File: config.mk
export PLATFORM = sky130hd
export DESIGN_NAME = sem_back
export DESIGN_NICKNAME = d
export VERILOG_FILES = /design/src/design/sem_pkg.sv /design/src/design/sem_back.sv
export SDC_FILE = /design/constraint.sdc
export NUM_CORES = 1
export LEC_CHECK = 0
export BUFFER_PORTS_ARGS = -buffer_cell sky130_fd_sc_hd__buf_4
export CAP_MARGIN = 20
export CELL_PAD_IN_SITES_DETAIL_PLACEMENT = 0
export CELL_PAD_IN_SITES_GLOBAL_PLACEMENT = 1
export CORE_ASPECT_RATIO = 1.2
export CORE_MARGIN = 10
export CORE_UTILIZATION = 54
export DETAILED_ROUTE_END_ITERATION = 8
export PLACE_DENSITY = 0.86
export SETUP_SLACK_MARGIN = 0.15
export SYNTH_ARGS = -nofsm -noshare
export SYNTH_HDL_FRONTEND = slang
export SYNTH_SLANG_ARGS = --single-unit
File: constraint.sdc
create_clock -name clk -period 15 [get_ports clk]
set_clock_uncertainty 0.05 [all_clocks]
set_input_delay 0.75 -clock clk [delete_from_list [all_inputs] [get_ports clk]]
set_output_delay 0.75 -clock clk [all_outputs]
set_load 0.005 [all_outputs]
File: src/design/sem_pkg.sv
// Shared types, constants and arithmetic helpers of the Scharr edge magnitude unit.
package sem_pkg;

  localparam int MAX_WIDTH   = 1024;
  localparam int PIXEL_BITS  = 8;
  localparam int COL_BITS    = $clog2(MAX_WIDTH);
  localparam int ROW_BITS    = 12;
  localparam int GRAD_BITS   = 14;
  localparam int ABS_BITS    = GRAD_BITS - 1;
  localparam int SQ_BITS     = 2 * ABS_BITS;
  localparam int SUM_BITS    = SQ_BITS + 1;
  localparam int MAG_BITS    = 8;
  localparam int ROOT_BITS   = 2 * MAG_BITS;
  localparam int ROOT_STEPS  = MAG_BITS;
  localparam int STEP_BITS   = $clog2(ROOT_STEPS);
  // Sums above this round to 256 or more and saturate
  localparam int SAT_LIMIT   = 65280;
  localparam int QUEUE_DEPTH = 4;
  localparam int QPTR_BITS   = $clog2(QUEUE_DEPTH);
  localparam int WIDTH_BITS  = 11;
  localparam int HEIGHT_BITS = 12;
  localparam int CFG_IDX_BITS = 2;

  localparam logic [WIDTH_BITS-1:0]  WIDTH_RESET  = WIDTH_BITS'(1024);
  localparam logic [HEIGHT_BITS-1:0] HEIGHT_RESET = HEIGHT_BITS'(480);
  localparam logic [MAG_BITS-1:0]    THRESH_RESET = MAG_BITS'(255);

  typedef logic [CFG_IDX_BITS-1:0] cfg_idx_t;
  localparam cfg_idx_t CFG_IMAGE_WIDTH    = 2'd0;
  localparam cfg_idx_t CFG_IMAGE_HEIGHT   = 2'd1;
  localparam cfg_idx_t CFG_EDGE_THRESHOLD = 2'd2;

  typedef logic [PIXEL_BITS-1:0] pix_t;
  typedef logic signed [GRAD_BITS-1:0] grad_t;

  // One pending output: both gradients and where it sits in the frame
  typedef struct packed {
    grad_t               gx;
    grad_t               gy;
    logic [ROW_BITS-1:0] row;
    logic [COL_BITS-1:0] col;
    logic                fend;
  } job_t;

  // Last column and last row index after clamping the size registers
  typedef struct packed {
    logic [COL_BITS-1:0] last_col;
    logic [ROW_BITS-1:0] last_row;
  } frame_lim_t;

  typedef struct packed {
    logic empty;
    logic full;
  } q_stat_t;

  typedef enum logic [1:0] {
    FE_IDLE,
    FE_LOAD,
    FE_EMIT
  } fe_state_t;

  typedef enum logic [2:0] {
    BK_IDLE,
    BK_MUL,
    BK_ADD,
    BK_ROOT,
    BK_OUT
  } bk_state_t;

  // 3*(pa-ma) + 10*(pb-mb) + 3*(pc-mc)
  function automatic grad_t scharr_diff(input pix_t pa, input pix_t pb, input pix_t pc,
                                        input pix_t ma, input pix_t mb, input pix_t mc);
    grad_t da;
    grad_t db;
    grad_t dc;
    da = $signed(GRAD_BITS'(pa)) - $signed(GRAD_BITS'(ma));
    db = $signed(GRAD_BITS'(pb)) - $signed(GRAD_BITS'(mb));
    dc = $signed(GRAD_BITS'(pc)) - $signed(GRAD_BITS'(mc));
    return da * 14'sd3 + db * 14'sd10 + dc * 14'sd3;
  endfunction

endpackage

File: src/design/sem_back.sv
// Back end: squares, bit-serial square root, rounding, threshold and output register.
module sem_back (
  input  logic                                 clk,
  input  logic                                 rst,
  input  sem_pkg::job_t                        pop_job,
  input  sem_pkg::q_stat_t                     q_stat,
  output logic                                 pop,
  input  logic [sem_pkg::MAG_BITS-1:0]         edge_threshold,
  output logic                                 result_valid,
  input  logic                                 result_stall,
  output logic signed [sem_pkg::GRAD_BITS-1:0] gradient_x,
  output logic signed [sem_pkg::GRAD_BITS-1:0] gradient_y,
  output logic [sem_pkg::MAG_BITS-1:0]         magnitude,
  output logic                                 edge_flag,
  output logic [sem_pkg::ROW_BITS-1:0]         out_row,
  output logic [sem_pkg::COL_BITS-1:0]         out_col,
  output logic                                 frame_end
);
  import sem_pkg::*;

  bk_state_t state;
  bk_state_t state_next;

  job_t                  job;
  logic [ABS_BITS-1:0]   ax;
  logic [ABS_BITS-1:0]   ay;
  logic [SQ_BITS-1:0]    sqx;
  logic [SQ_BITS-1:0]    sqy;
  logic [SUM_BITS-1:0]   sum;
  logic                  sat;
  logic [ROOT_BITS-1:0]  rem;
  logic [ROOT_BITS-1:0]  res;
  logic [ROOT_BITS-1:0]  root_bit;
  logic [STEP_BITS-1:0]  step;
  logic [ROOT_BITS:0]    trial;
  logic                  take;
  logic                  round_up;
  logic [MAG_BITS-1:0]   mag;
  logic                  out_free;
  logic                  load_out;

  assign ax       = ABS_BITS'(job.gx[GRAD_BITS-1] ? -job.gx : job.gx);
  assign ay       = ABS_BITS'(job.gy[GRAD_BITS-1] ? -job.gy : job.gy);
  assign sum      = SUM_BITS'(sqx) + SUM_BITS'(sqy);
  assign trial    = (ROOT_BITS+1)'(res) + (ROOT_BITS+1)'(root_bit);
  assign take     = (ROOT_BITS+1)'(rem) >= trial;
  assign round_up = rem > res;
  assign mag      = sat ? {MAG_BITS{1'b1}} : res[MAG_BITS-1:0] + MAG_BITS'(round_up);
  assign out_free = !result_valid || !result_stall;

  always_ff @(posedge clk) begin
    if (rst) begin
      state <= BK_IDLE;
    end else begin
      state <= state_next;
    end
  end

  // Next state, queue pop and output load
  always_comb begin
    state_next = state;
    pop        = 1'b0;
    load_out   = 1'b0;
    case (state)
      BK_IDLE: begin
        if (!q_stat.empty) begin
          pop        = 1'b1;
          state_next = BK_MUL;
        end
      end
      BK_MUL: begin
        state_next = BK_ADD;
      end
      BK_ADD: begin
        state_next = (sum > SUM_BITS'(SAT_LIMIT)) ? BK_OUT : BK_ROOT;
      end
      BK_ROOT: begin
        if (step == STEP_BITS'(ROOT_STEPS - 1)) begin
          state_next = BK_OUT;
        end
      end
      BK_OUT: begin
        if (out_free) begin
          load_out   = 1'b1;
          state_next = BK_IDLE;
        end
      end
      default: begin
        state_next = BK_IDLE;
      end
    endcase
  end

  // Datapath: one square root bit per cycle
  always_ff @(posedge clk) begin
    if (pop) begin
      job <= pop_job;
    end
    if (state == BK_MUL) begin
      sqx <= ax * ax;
      sqy <= ay * ay;
    end
    if (state == BK_ADD) begin
      sat      <= sum > SUM_BITS'(SAT_LIMIT);
      rem      <= sum[ROOT_BITS-1:0];
      res      <= '0;
      root_bit <= ROOT_BITS'(1) << (ROOT_BITS - 2);
      step     <= '0;
    end
    if (state == BK_ROOT) begin
      if (take) begin
        rem <= rem - trial[ROOT_BITS-1:0];
        res <= (res >> 1) + root_bit;
      end else begin
        res <= res >> 1;
      end
      root_bit <= root_bit >> 2;
      step     <= step + STEP_BITS'(1);
    end
  end

  // Output register: set on load, drop once taken
  always_ff @(posedge clk) begin
    if (rst) begin
      result_valid <= 1'b0;
    end else if (load_out) begin
      result_valid <= 1'b1;
    end else if (!result_stall) begin
      result_valid <= 1'b0;
    end
  end

  always_ff @(posedge clk) begin
    if (load_out) begin
      gradient_x <= job.gx;
      gradient_y <= job.gy;
      magnitude  <= mag;
      edge_flag  <= mag > edge_threshold;
      out_row    <= job.row;
      out_col    <= job.col;
      frame_end  <= job.fend;
    end
  end

endmodule

==> impl_metrics.yaml <==
status:
  status: "completed"
timing:
  period_share_pct: 55.36
  holdWs_ns: 0.3308
  worst_slew_pin_slew_ns: 1.038
  setup_viol: 0
  rsz0062_at_grt: "no"
  fin_crit_ns: 8.304
  maxSlewViolCount: 0
  setup-tns-final_ns: 0
  finalHoldViolCount: 0
  relSlewSlack_pct: 30.30
  fmax_mhz: 120.4
finish:
  layout_common_cells: "inv_1 (361), ha_1 (222), fa_1 (195)"
  layout_commonest_cell: "inv_1"
  nets: 2519
  syn_to_final_growth_pct: 12.12
  design_area_um2: 21850
  antenna_cells: 0
  final_layout_size_suffix_gt1_share_pct: 10.17
clocking:
  cts_made_buffers: 24
  cts.sink_count: 209
  post_cts_resized: 0
  clk_latency_ns: 0.54
  hold_buffers: 0
  cts_buffer_depth: 3
  cts-root-buf: "clkbuf_16"
  tritoncts: "done"
  path_clk_slew_ns: 0.06
  h-tree-depth: 1
  post_cts_buffers: 0
setup_path:
  cp_common_cell: "fa_1"
  path_buf_inv: 5
  cp_slowest_stage_delay_ns: 0.55
  cp_max_fo: 9
  crit_arrival_ns: 8.54
  cpMaxStageDelayCell: "fa_1"
  endpoint_kind: "register"
  start_kind: "register"
  worst-setup-path-type: "register to register"
  cp_top_family: "adder cells"
  ff2ff_setup_slack_ns: 6.70
  worstPathRequired_ns: 15.24
  worstReg2RegEnd: "sqy[24]"
  r2r_cells: 25
  reg2reg_from: "job[25]"
floorplanning:
  initial_utilization_pct: 54.52
  design.portCount: 126
  rows: 76
  die_h_um: 228.1
  fp.coreArea_um2: 35750
  fp.dieW_um: 193.4
  die_area_um2: 44130
detailed_routing:
  viasPerCell: 5.382
  drtAntennaViolNets: 0
  routedWlPerCell_um: 16.65
  route.vias.total: 13580
  wl_um: 42020
  drtIter0Drc: 577
  drt-pass1-iter-count: 5
  drcViolationCount: 0
logic_synthesis:
  yosys_warnings: 0
  syn_area_um2: 19490
  synth-edff-count: 188
  yosys_most_used_dff: "edfxtp_1"
  synth_cell_types: 83
  synth_cells: 1900
  ys_ff_latch: 209
  syn_area_per_cell_um2: 10.26
  async_flop_share_pct: 0
  synth-seq-area-share_pct: 31.12
hold_path:
  min_from: "pop_job[36]"
  hp-class: "primary input to register"
  hold_path_depth: 1
  hold_end: "job[36]"
flow_run:
  max_cap_violations: 0
global_routing:
  grt_util_all_layers_pct: 19.16
  grt_max_degree: 61
  overflow: 0
  grt_pass1_vias: 14450
  grt_pass1_wl_um: 70670
  antenna_found_initial: 0
placement:
  place_congestion: 0.8809
  dp.final_hpwl_um: 33350
  portBuffers: 124
  dpl_cell_area_um2: 21000
## flip-flops by register name, summed over array words and instances, names as in the netlist, 8 cells and up
| signal | cells |
|---|---|
| sqy | 25 |
| out_col | 10 |
| gradient_y | 14 |
| res | 16 |
| rem | 16 |
| out_row | 12 |
| root_bit | 8 |
| job | 51 |
| magnitude | 8 |
| gradient_x | 14 |
| sqx | 25 |
## cell type report
cell class	instances	area, µm²
clock buffers	26	608.1
clock inverters	18	231.5
fillers	3060	13900
inverters	367	1378
multi-input cells	1301	11970
flip-flops and latches	209	6066
well taps	468	585.6
repair buffers	135	1021
## how the worst max path moves through the flow
stage                  from  endpoint  cells after the start
floorplan           job[25]   sqy[24]                     25
global placement    job[25]   sqy[24]                     25
detailed placement  job[25]   sqy[24]                     25
CTS                 job[25]   sqy[24]                     25
global route        job[25]   sqy[24]                     25
finish              job[25]   sqy[24]                     25
## stage by stage
| stage | util [%] | cells | worst slack (ns) |
|---|---|---|---|
| 2_1_floorplan | - | 1901 | 7.729 |
| 3_3_place_gp | 58.73 | 2479 | 6.888 |
| 3_5_place_dp | 58.73 | 2479 | 6.763 |
| 4_1_cts | 61.08 | 2523 | 6.734 |
| 5_1_grt | 61.12 | 2524 | 6.143 |
| 6_report | 61.12 | 2524 | 6.696 |
## kinds of logic after synthesis
| family | count (synthesis) | share of synthesized area, % |
|---|---|---|
| AO/OA/AOI/OAI | 290 | 9.930 |
| XOR/XNOR | 138 | 6.239 |
| adder cells (fa/ha/maj) | 417 | 34.28 |
| buffers and inverters | 391 | 7.645 |
| flip-flops | 209 | 31.12 |
| multiplexers | 11 | 0.6034 |
| other | 1 | 0.01924 |
| AND/OR/NAND/NOR | 443 | 10.17 |
## Yosys cell counts (14+ instances only)
library cell	number	area [µm²]
o21ai_0	38	190.2
nand2b_1	20	125.1
fa_1	195	3904
clkbuf_1	16	60.06
nand3_1	17	85.08
ha_1	222	2778
dfxtp_1	21	420.4
and3_1	14	87.58
xor2_1	33	289.0
a21oi_1	80	400.4
inv_1	361	1355
a211oi_1	16	120.1
xnor2_1	104	910.9
o21ai_1	16	80.08
edfxtp_1	188	5645
nand2_1	160	600.6
nor2_1	151	566.8
o21a_1	16	120.1
nor2b_1	17	106.4
nor3_1	19	95.09
a21o_1	35	262.8
a31oi_1	16	100.1
## routing by layer
layer / vias to the layer above / GRT usage (%) / routed length [µm]
met5: - / 0 / 0
met4: 0 / 5.167 / 959
met3: 48 / 2.215 / 1481
met2: 225 / 36.55 / 23120
met1: 6727 / 21.95 / 16460
li1: 6583 / - / -
Power is left out: the tool's default activity adds up to more than one toggle a clock period on the data nets, which glitch-free logic cannot reach.
