File: config.mk
export PLATFORM = sky130hd
export DESIGN_NAME = sem_queue
export DESIGN_NICKNAME = d
export VERILOG_FILES = /design/src/design/sem_pkg.sv /design/src/design/sem_queue.sv
export SDC_FILE = /design/constraint.sdc
export NUM_CORES = 1
export LEC_CHECK = 0
export BUFFER_PORTS_ARGS = -buffer_cell sky130_fd_sc_hd__buf_2
export CAP_MARGIN = 20
export CORE_UTILIZATION = 57
export DETAILED_ROUTE_END_ITERATION = 8
export PLACE_DENSITY = 0.88
export SLEW_MARGIN = 0
export SYNTH_ARGS = -nofsm -noshare
export SYNTH_HDL_FRONTEND = slang
export SYNTH_SLANG_ARGS = --single-unit
export TNS_END_PERCENT = 100
File: constraint.sdc
create_clock -name clk -period 2.5 [get_ports clk]
set_input_delay 0.125 -clock clk [delete_from_list [all_inputs] [get_ports clk]]
set_output_delay 0.125 -clock clk [all_outputs]
set_load 0.01 [all_outputs]
File: src/design/sem_pkg.sv
// Shared types, constants and arithmetic helpers of the Scharr edge magnitude unit.
package sem_pkg;

  localparam int MAX_WIDTH   = 1024;
  localparam int PIXEL_BITS  = 8;
  localparam int COL_BITS    = $clog2(MAX_WIDTH);
  localparam int ROW_BITS    = 12;
  localparam int GRAD_BITS   = 14;
  localparam int ABS_BITS    = GRAD_BITS - 1;
  localparam int SQ_BITS     = 2 * ABS_BITS;
  localparam int SUM_BITS    = SQ_BITS + 1;
  localparam int MAG_BITS    = 8;
  localparam int ROOT_BITS   = 2 * MAG_BITS;
  localparam int ROOT_STEPS  = MAG_BITS;
  localparam int STEP_BITS   = $clog2(ROOT_STEPS);
  // Sums above this round to 256 or more and saturate
  localparam int SAT_LIMIT   = 65280;
  localparam int QUEUE_DEPTH = 4;
  localparam int QPTR_BITS   = $clog2(QUEUE_DEPTH);
  localparam int WIDTH_BITS  = 11;
  localparam int HEIGHT_BITS = 12;
  localparam int CFG_IDX_BITS = 2;

  localparam logic [WIDTH_BITS-1:0]  WIDTH_RESET  = WIDTH_BITS'(1024);
  localparam logic [HEIGHT_BITS-1:0] HEIGHT_RESET = HEIGHT_BITS'(480);
  localparam logic [MAG_BITS-1:0]    THRESH_RESET = MAG_BITS'(255);

  typedef logic [CFG_IDX_BITS-1:0] cfg_idx_t;
  localparam cfg_idx_t CFG_IMAGE_WIDTH    = 2'd0;
  localparam cfg_idx_t CFG_IMAGE_HEIGHT   = 2'd1;
  localparam cfg_idx_t CFG_EDGE_THRESHOLD = 2'd2;

  typedef logic [PIXEL_BITS-1:0] pix_t;
  typedef logic signed [GRAD_BITS-1:0] grad_t;

  // One pending output: both gradients and where it sits in the frame
  typedef struct packed {
    grad_t               gx;
    grad_t               gy;
    logic [ROW_BITS-1:0] row;
    logic [COL_BITS-1:0] col;
    logic                fend;
  } job_t;

  // Last column and last row index after clamping the size registers
  typedef struct packed {
    logic [COL_BITS-1:0] last_col;
    logic [ROW_BITS-1:0] last_row;
  } frame_lim_t;

  typedef struct packed {
    logic empty;
    logic full;
  } q_stat_t;

  typedef enum logic [1:0] {
    FE_IDLE,
    FE_LOAD,
    FE_EMIT
  } fe_state_t;

  typedef enum logic [2:0] {
    BK_IDLE,
    BK_MUL,
    BK_ADD,
    BK_ROOT,
    BK_OUT
  } bk_state_t;

  // 3*(pa-ma) + 10*(pb-mb) + 3*(pc-mc)
  function automatic grad_t scharr_diff(input pix_t pa, input pix_t pb, input pix_t pc,
                                        input pix_t ma, input pix_t mb, input pix_t mc);
    grad_t da;
    grad_t db;
    grad_t dc;
    da = $signed(GRAD_BITS'(pa)) - $signed(GRAD_BITS'(ma));
    db = $signed(GRAD_BITS'(pb)) - $signed(GRAD_BITS'(mb));
    dc = $signed(GRAD_BITS'(pc)) - $signed(GRAD_BITS'(mc));
    return da * 14'sd3 + db * 14'sd10 + dc * 14'sd3;
  endfunction

endpackage

File: src/design/sem_queue.sv
// Short job queue between the front end and the magnitude back end.
module sem_queue (
  input  logic             clk,
  input  logic             rst,
  input  logic             push,
  input  sem_pkg::job_t    push_job,
  input  logic             pop,
  output sem_pkg::job_t    pop_job,
  output sem_pkg::q_stat_t q_stat
);
  import sem_pkg::*;

  job_t                 entries [QUEUE_DEPTH];
  logic [QPTR_BITS-1:0] wr_ptr;
  logic [QPTR_BITS-1:0] rd_ptr;
  logic [QPTR_BITS:0]   count;

  assign q_stat.empty = (count == '0);
  assign q_stat.full  = (count == (QPTR_BITS+1)'(QUEUE_DEPTH));
  assign pop_job      = entries[rd_ptr];

  // Advance pointers and fill count
  always_ff @(posedge clk) begin
    if (rst) begin
      wr_ptr <= '0;
      rd_ptr <= '0;
      count  <= '0;
    end else begin
      if (push) begin
        wr_ptr <= wr_ptr + QPTR_BITS'(1);
      end
      if (pop) begin
        rd_ptr <= rd_ptr + QPTR_BITS'(1);
      end
      if (push && !pop) begin
        count <= count + (QPTR_BITS+1)'(1);
      end else if (pop && !push) begin
        count <= count - (QPTR_BITS+1)'(1);
      end
    end
  end

  always_ff @(posedge clk) begin
    if (push) begin
      entries[wr_ptr] <= push_job;
    end
  end

endmodule

==> impl_metrics.yaml, run 1 <==
timing:
  clock.fmax_mhz: 462
  setup_ws_ns: 0.336
  whs_ns: 0.386
  min_period_ns: 2.16
  slew_headroom_pct: 74.3
  final.setup.tns_ns: 0
  fin_crit_sh_pct: 86.6
  fin_skew_ns: 0.00892
  setup_viol: 0
  worst_slew_pin_slew_ns: 0.386
  final_hold_viol_count: 0
  slew_violations: 0
  rsz0062_at_grt: "no"
clock_network:
  cts.sinks: 213
  cts_tree: "yes"
  cts_buffer_depth: 3
  cts_root_buf: "clkbuf_16"
  cts_setup_buffers: 0
  cts_buffers: 22
  ctsResizeCount: 0
  clock_latency_ns: 0.49
  clk_pin_slew_ns: 0.06
  cts_hold_buf: 55
  htree_levels: 1
drt:
  wirelength_um: 14500
  via_per_inst: 5.53
  drt_iter0_drc: 299
  dr_wl_met2_um: 7760
  wl_met1_um: 5850
  dr.pass1.iters: 4
  drc: 0
  top_layer: "met4"
  vias: 3774
  post_drt_wl_per_cell_um: 21.3
  drtAntennaViolNets: 0
  met3WireLength_um: 793
placed_design:
  placedCellCount: 589
  place_ws_ns: 0.845
  gp_congestion: 0.699
  portBuffers: 107
  dp.final_hpwl_um: 8400
floorplan:
  die_x_um: 119
  std_cell_rows: 42
  start_util_pct: 58.8
  dieArea_um2: 14200
  die_height_um: 119
  core_area_um2: 13300
  num_io_pins: 108
cells_and_area:
  final_cell_mix: "edfxtp_1 (204), buf_2 (107), dlygate4sd3_1 (55), mux4_2 (50), clkbuf_16 (22)"
  drive_gt1_share_pct: 39.3
  fin_cells: 683
  seqCellArea_um2: 6310
  finalCoreUtilization_pct: 73.5
  diodes: 0
  multi_input_area_um2: 1390
  layout_commonest_cell: "edfxtp_1"
  fill_cells: 782
  area_delta_synth_final_pct: 24.9
  num-nets-final: 553
global_routing:
  grt_pass1_vias: 4009
  grt_pass1_wl_um: 22000
  track_usage_pct: 21.0
  antenna_found_initial: 0
  grt_max_degree: 52
  grt_remaining_overflow: 0
critical_path:
  critPathArrivalTime_ns: 2.04
  crit_chain: "buf_12 > mux4_2 > buf_2"
  critical-path-max-stage-delay_ns: 0.56
  cp-end-kind: "output pin"
  required_ns: 2.38
  path_max_fanout: 18
  worstSetupPathType: "flop to output pin"
  cpMaxStageDelayCell: "dfxtp_4"
  r2r_start: "wr_ptr[0]"
  start_kind: "flop"
pwr:
  pwr_density_cell_nw_per_um2: 801
  ir_drop_mv: 0.551
  leakagePower_nw: 3.39
synth:
  synth_nets: 372
  syn_area_per_cell_um2: 25.2
  ys_seq_elements: 213
  ys_types: 23
  synth_area_leaders: "edfxtp_1 (78%), mux4_2 (14%), dfxtp_1 (2.3%), buf_12 (1.3%), ha_1 (0.80%)"
  synthCells: 311
  synth_area_leader_cell: "edfxtp_1"
  synth.top_cell.area_share_pct: 78.1
  syn_area_um2: 7850
  synth_warnings: 0
  yosysSeqAreaShare_pct: 80.4
status:
  status: "finished, final reports clean"
hold_path:
  hold_class: "primary input to flop"
  hold_start: "push_job[36]"
run:
  cap_violations: 0
-- cells by family after synthesis --
family / after synthesis / share of synthesized area (%)
xor+xnor: 5 / 0.558
flops: 213 / 80.4
compound gates: 2 / 0.127
mux: 53 / 14.9
buf+inv: 17 / 2.02
simple gates: 15 / 0.941
fa+ha+maj: 6 / 1.05
-- state kept, by name, indices dropped and copies added (netlist names), named ones only --
signal,count
wr_ptr,2
entries,204
rd_ptr,2
count,3
-- cell usage after synthesis, drive strengths merged --
master    n
edfxtp  204
mux4     51
buf      12
dfxtp     9
nor2      7
ha        5
and2      4
inv       4
xor2      3
mux2i     2
xnor2     2
a21oi     1
clkbuf    1
fa        1
nand2     1
nor3      1
nor3b     1
o21ai     1
or3       1
-- stage by stage --
step | instance area, um^2 | power (mW)
final | 9800 | 7.86
after global routing | 9800 | 8.12
after CTS | 9800 | 7.94
after detailed placement | 8620 | 5.01
after global placement | 8620 | 4.97
after floorplan | 7850 | 4.70
-- power breakdown --
group          internal (mW)  switching, mW
clock network           1.63           1.22
logic                  0.422          0.407
registers               4.10         0.0755
total                   6.15           1.71
-- critical path, delay by kind of cell (launching register included) --
kind                   cells  cell delay, ns
buffers and inverters      2            0.41
flip-flops                 1            0.56
multiplexers               1            0.56
-- final timing paths --
check | end | slack [ns] | cells after the start
max | pop_job[24] | 0.34 | 3
min reg2reg | count[2] | 0.53 | 2
max reg2reg | entries[3][34] | 0.87 | 3
min | entries[3][36] | 0.39 | 2
-- cell type report --
| type | instances | area share [%] |
|---|---|---|
| clock inverters | 10 | 0.613 |
| multi-input cells | 81 | 14.2 |
| well taps | 176 | 2.25 |
| clock buffers | 29 | 5.88 |
| inverters | 4 | 0.153 |
| repair buffers | 170 | 12.6 |
| flip-flops and latches | 213 | 64.4 |
-- metal layers --
layer	global-route usage (%)	up-vias
li1	-	1674
met3	3.64	14
met4	5.16	0
met1	27.6	1942
met5	0	-
met2	36.8	144
Note: power is estimated with default switching activity, not from simulation.
==> inputs of run 2 (changes only) <==
Settings changed: PLACE_DENSITY 0.88 to default, PLACE_DENSITY_LB_ADDON from default to 0.25, TNS_END_PERCENT 100 to 5.
==> impl_metrics.yaml, run 2 (same netlist as run 1, synthesis figures left out) <==
status:
  status: "finished, final reports clean"
floorplan:
  core_area_um2: 13300
  std_cell_rows: 42
  dieArea_um2: 14200
  die_x_um: 119
  die_height_um: 119
  start_util_pct: 58.8
  num_io_pins: 108
drt:
  drtAntennaViolNets: 0
  dr.pass1.iters: 4
  drt_iter0_drc: 202
  vias: 3773
  post_drt_wl_per_cell_um: 20.1
  wirelength_um: 13800
  via_per_inst: 5.52
  drc: 0
placed_design:
  portBuffers: 107
  place_ws_ns: 0.861
  dpl_cell_area_um2: 8610
  dp.final_hpwl_um: 7730
  gp_congestion: 0.681
cells_and_area:
  diodes: 0
  largest_register_ffs: 204
  area_delta_synth_final_pct: 25.0
  drive_gt1_share_pct: 39.2
  finalInstanceArea_um2: 9810
  top_regs: "entries x204, count x3"
  num-nets-final: 554
  largest-register: "entries"
  multi_input_area_um2: 1390
  final_cell_mix: "edfxtp_1 (204), buf_2 (107), dlygate4sd3_1 (55), mux4_2 (50), clkbuf_16 (23)"
  fill_cells: 819
  layout_commonest_cell: "edfxtp_1"
  seqCellArea_um2: 6310
hold_path:
  hold_class: "primary input to flop"
critical_path:
  crit_chain: "buf_12 > mux4_2 > buf_2"
  worstSetupPathType: "flop to output pin"
  cpMaxStageDelayCell: "dfxtp_2"
  cp-end-kind: "output pin"
  required_ns: 2.38
  path_max_fanout: 26
  critPathArrivalTime_ns: 1.94
  start_kind: "flop"
  critical-path-max-stage-delay_ns: 0.65
timing:
  rsz0062_at_grt: "no"
  setup_ws_ns: 0.436
  final_hold_viol_count: 0
  fin_skew_ns: 0.00765
  min_period_ns: 2.06
  setup_viol: 0
  clock.fmax_mhz: 484
  final.setup.tns_ns: 0
  slew_headroom_pct: 65.7
  fin_crit_sh_pct: 82.6
  slew_violations: 0
  worst_slew_pin_slew_ns: 0.514
run:
  cap_violations: 0
clock_network:
  cts.sinks: 213
  cts_root_buf: "clkbuf_16"
  cts_buffers: 22
  cts_setup_buffers: 0
  cts_buffer_depth: 3
  cts_tree: "yes"
  htree_levels: 1
  ctsResizeCount: 0
  clk_pin_slew_ns: 0.06
  clock_latency_ns: 0.50
  cts_hold_buf: 55
global_routing:
  antenna_found_initial: 0
  grt_pass1_wl_um: 21800
  grt_max_degree: 48
  grt_pass1_vias: 4140
  grt_remaining_overflow: 0
  track_usage_pct: 20.6
pwr:
  ir_drop_mv: 0.580
  p_total_mw: 7.90
  leakagePower_nw: 3.39
  pwr_density_cell_nw_per_um2: 805
-- run 2: critical path: cells and delay by family (launching register included) --
family,cells,cell delay [ns]
mux,1,0.35
buf+inv,2,0.42
flops,1,0.65
-- run 2: stage by stage --
step                      utilization [%]  cells  hold WS (ns)
after floorplan                         -    311         0.224
after global placement               64.5    590         0.336
after detailed placement             64.5    590         0.343
after CTS                            73.5    684         0.360
after global routing                 73.5    684         0.376
final                                73.5    684         0.376
-- run 2: path summary, 6_finish.rpt --
| kind | startpoint | endpoint | slack (ns) | depth (start not counted) |
|---|---|---|---|---|
| max reg2reg | wr_ptr[0] | entries[1][31] | 0.92 | 3 |
| min reg2reg | count[2] | count[2] | 0.52 | 2 |
| max | flop | pop_job[25] | 0.44 | 3 |
| min | push_job[1] | entries[0][1] | 0.38 | 2 |
-- run 2: layer usage --
| layer | track usage (%) | share of wire, % | wire, um |
|---|---|---|---|
| met1 | 25.7 | 41 | 5610 |
| met2 | 36.0 | 52 | 7180 |
| met5 | 0 | 0 | 0 |
| met3 | 3.78 | 4.8 | 663 |
| met4 | 7.81 | 2.2 | 309 |
-- run 2: where the power goes --
group,switching (mW),total (mW),internal [mW]
registers,0.0605,4.16,4.10
clock network,1.24,2.91,1.67
logic,0.406,0.826,0.420
total,1.71,7.90,6.19
-- run 2: layout make-up --
| type | instances | share of cell area (%) |
|---|---|---|
| flip-flops and latches | 213 | 64.4 |
| repair buffers | 171 | 12.5 |
| clock buffers | 28 | 6.06 |
| multi-input cells | 81 | 14.1 |
| clock inverters | 11 | 0.510 |
| inverters | 4 | 0.153 |
| well taps | 176 | 2.25 |
==> inputs of run 3 (changes only) <==
Clock period 2.5 ns to 2 ns, I/O delays scaled along.
==> impl_metrics.yaml, run 3 (same netlist as run 1, synthesis figures left out) <==
timing:
  final_hold_viol_count: 0
  slew_violations: 0
  slew_headroom_pct: 68.9
  clock.fmax_mhz: 533
  rsz0062_at_grt: "no"
  fin_crit_sh_pct: 93.8
  final.setup.tns_ns: 0
  min_period_ns: 1.88
  worst_slew_pin_slew_ns: 0.466
  fin_skew_ns: 0.00690
  setup_viol: 0
cells_and_area:
  final_cell_mix: "edfxtp_1 (204), buf_2 (107), dlygate4sd3_1 (55), mux4_2 (50), clkbuf_16 (21)"
  top_regs: "entries x204, count x3"
  drive_gt1_share_pct: 40.1
  finalCoreUtilization_pct: 73.7
  area_delta_synth_final_pct: 25.3
  fill_cells: 772
  largest_register_ffs: 204
  fin_cells: 687
  num-nets-final: 559
  diodes: 0
  layout_commonest_cell: "edfxtp_1"
  largest-register: "entries"
status:
  status: "finished, final reports clean"
critical_path:
  start_kind: "flop"
  r2r_end: "count[2]"
  r2r_start: "count[0]"
  cp-end-kind: "output pin"
  cpMaxStageDelayCell: "mux4_2"
  crit_chain: "buf_12 > mux4_2 > buf_2"
  reg2reg_slack_ns: 0.49
  critical-path-max-stage-delay_ns: 0.53
  required_ns: 1.90
  worstSetupPathType: "flop to output pin"
  path_max_fanout: 22
  reg2reg_depth: 4
  critPathArrivalTime_ns: 1.78
clock_network:
  cts.sinks: 213
  cts_buffers: 21
  htree_levels: 1
  cts_buffer_depth: 3
  clk_pin_slew_ns: 0.06
  clock_latency_ns: 0.47
  cts_root_buf: "clkbuf_16"
  cts_tree: "yes"
  ctsResizeCount: 0
hold_path:
  hold_class: "primary input to flop"
  holdPathEnd: "entries[0][49]"
  hold_start: "push_job[49]"
  min_path_cells: 2
drt:
  via_per_inst: 5.41
  drc: 0
  drtAntennaViolNets: 0
  post_drt_wl_per_cell_um: 19.9
  vias: 3719
  drt_iter0_drc: 218
  dr.pass1.iters: 4
  wirelength_um: 13700
pwr:
  sw_frac_of_total_pct: 20.6
  pwr_density_cell_nw_per_um2: 1010
  clkPwrFrac_pct: 36.9
  share_seq_of_total_power_pct: 52.5
  ir_drop_mv: 0.749
  pwr-share-comb_pct: 10.7
  p_switching_mw: 2.04
  p_int_mw: 7.85
  p_total_mw: 9.89
  leakagePower_nw: 3.42
floorplan:
  start_util_pct: 58.8
  std_cell_rows: 42
  die_height_um: 119
  dieArea_um2: 14200
  num_io_pins: 108
  die_x_um: 119
  core_area_um2: 13300
global_routing:
  track_usage_pct: 20.1
  antenna_found_initial: 0
  grt_pass1_vias: 4008
  grt_max_degree: 32
  grt_remaining_overflow: 0
  grt_pass1_wl_um: 21500
run:
  cap_violations: 0
placed_design:
  dp.final_hpwl_um: 7860
  gp_congestion: 0.717
  placedCellCount: 593
  portBuffers: 107
## run 3: cell types whose count changed in the layout (fill, tap and decap cells not counted)
cell | previous run | this run
clkinv_1 | 7 | 1
clkbuf_16 | 23 | 21
clkinv_2 | 3 | 4
clkinv_4 | 1 | 0
bufinv_16 | 0 | 2
buf_4 | 3 | 10
buf_12 | 6 | 5
clkbuf_1 | 5 | 8
## run 3: worst max-delay path by stage
stage          slack, ns  cells past startpoint             to
2_1_floorplan      -0.17                      3  entries[0][0]
3_3_place_gp        0.43                      3    pop_job[21]
3_5_place_dp        0.38                      7       count[2]
4_1_cts             0.08                      3    pop_job[22]
5_1_grt             0.04                      3    pop_job[22]
6_report            0.12                      3    pop_job[22]
## run 3: final cells by class
| cell class | instances | area [um^2] | area share, % |
|---|---|---|---|
| Clock buffer | 29 | 556 | 5.65 |
| Clock inverter | 7 | 83.8 | 0.852 |
| Inverter | 4 | 15.0 | 0.153 |
| Multi-Input combinational cell | 81 | 1390 | 14.1 |
| Sequential cell | 213 | 6310 | 64.2 |
| Tap cell | 176 | 220 | 2.24 |
| Timing Repair Buffer | 177 | 1260 | 12.8 |
## run 3: per-stage QoR
| stage | area [um^2] | setup slack, ns | hold WS (ns) |
|---|---|---|---|
| global route | 9830 | 0.0423 | 0.376 |
| detailed placement | 8620 | 0.384 | 0.320 |
| floorplan | 7850 | -0.171 | 0.199 |
| global placement | 8620 | 0.433 | 0.309 |
| CTS | 9830 | 0.0822 | 0.367 |
| finish | 9830 | 0.125 | 0.380 |
## run 3: routing by layer
metal  track usage [%]  wire length (um)
met3              3.88               885
met2              34.6              7020
met1              26.7              5520
met5                 0                 0
met4              5.39               221
## run 3: power by group through the flow
stage	registers [mW]	clock network [mW]	logic (mW)
after floorplan	5.26	0	0.615
after global placement	5.27	0	0.943
after detailed placement	5.29	0	0.961
after CTS	5.19	3.73	1.07
after global routing	5.21	3.91	1.14
final	5.19	3.64	1.05
## run 3: timing repair
item                                    in CTS  in global routing
hold endpoints to repair                   213                  0
endpoints found under the setup margin      41                  0
setup buffers                                3                  0
hold buffers                                55                  0
## run 3: critical path, delay by kind of cell, from the launching register on
| family | cells | cell delay (ns) |
|---|---|---|
| buf+inv | 2 | 0.37 |
| flops | 1 | 0.39 |
| mux | 1 | 0.53 |
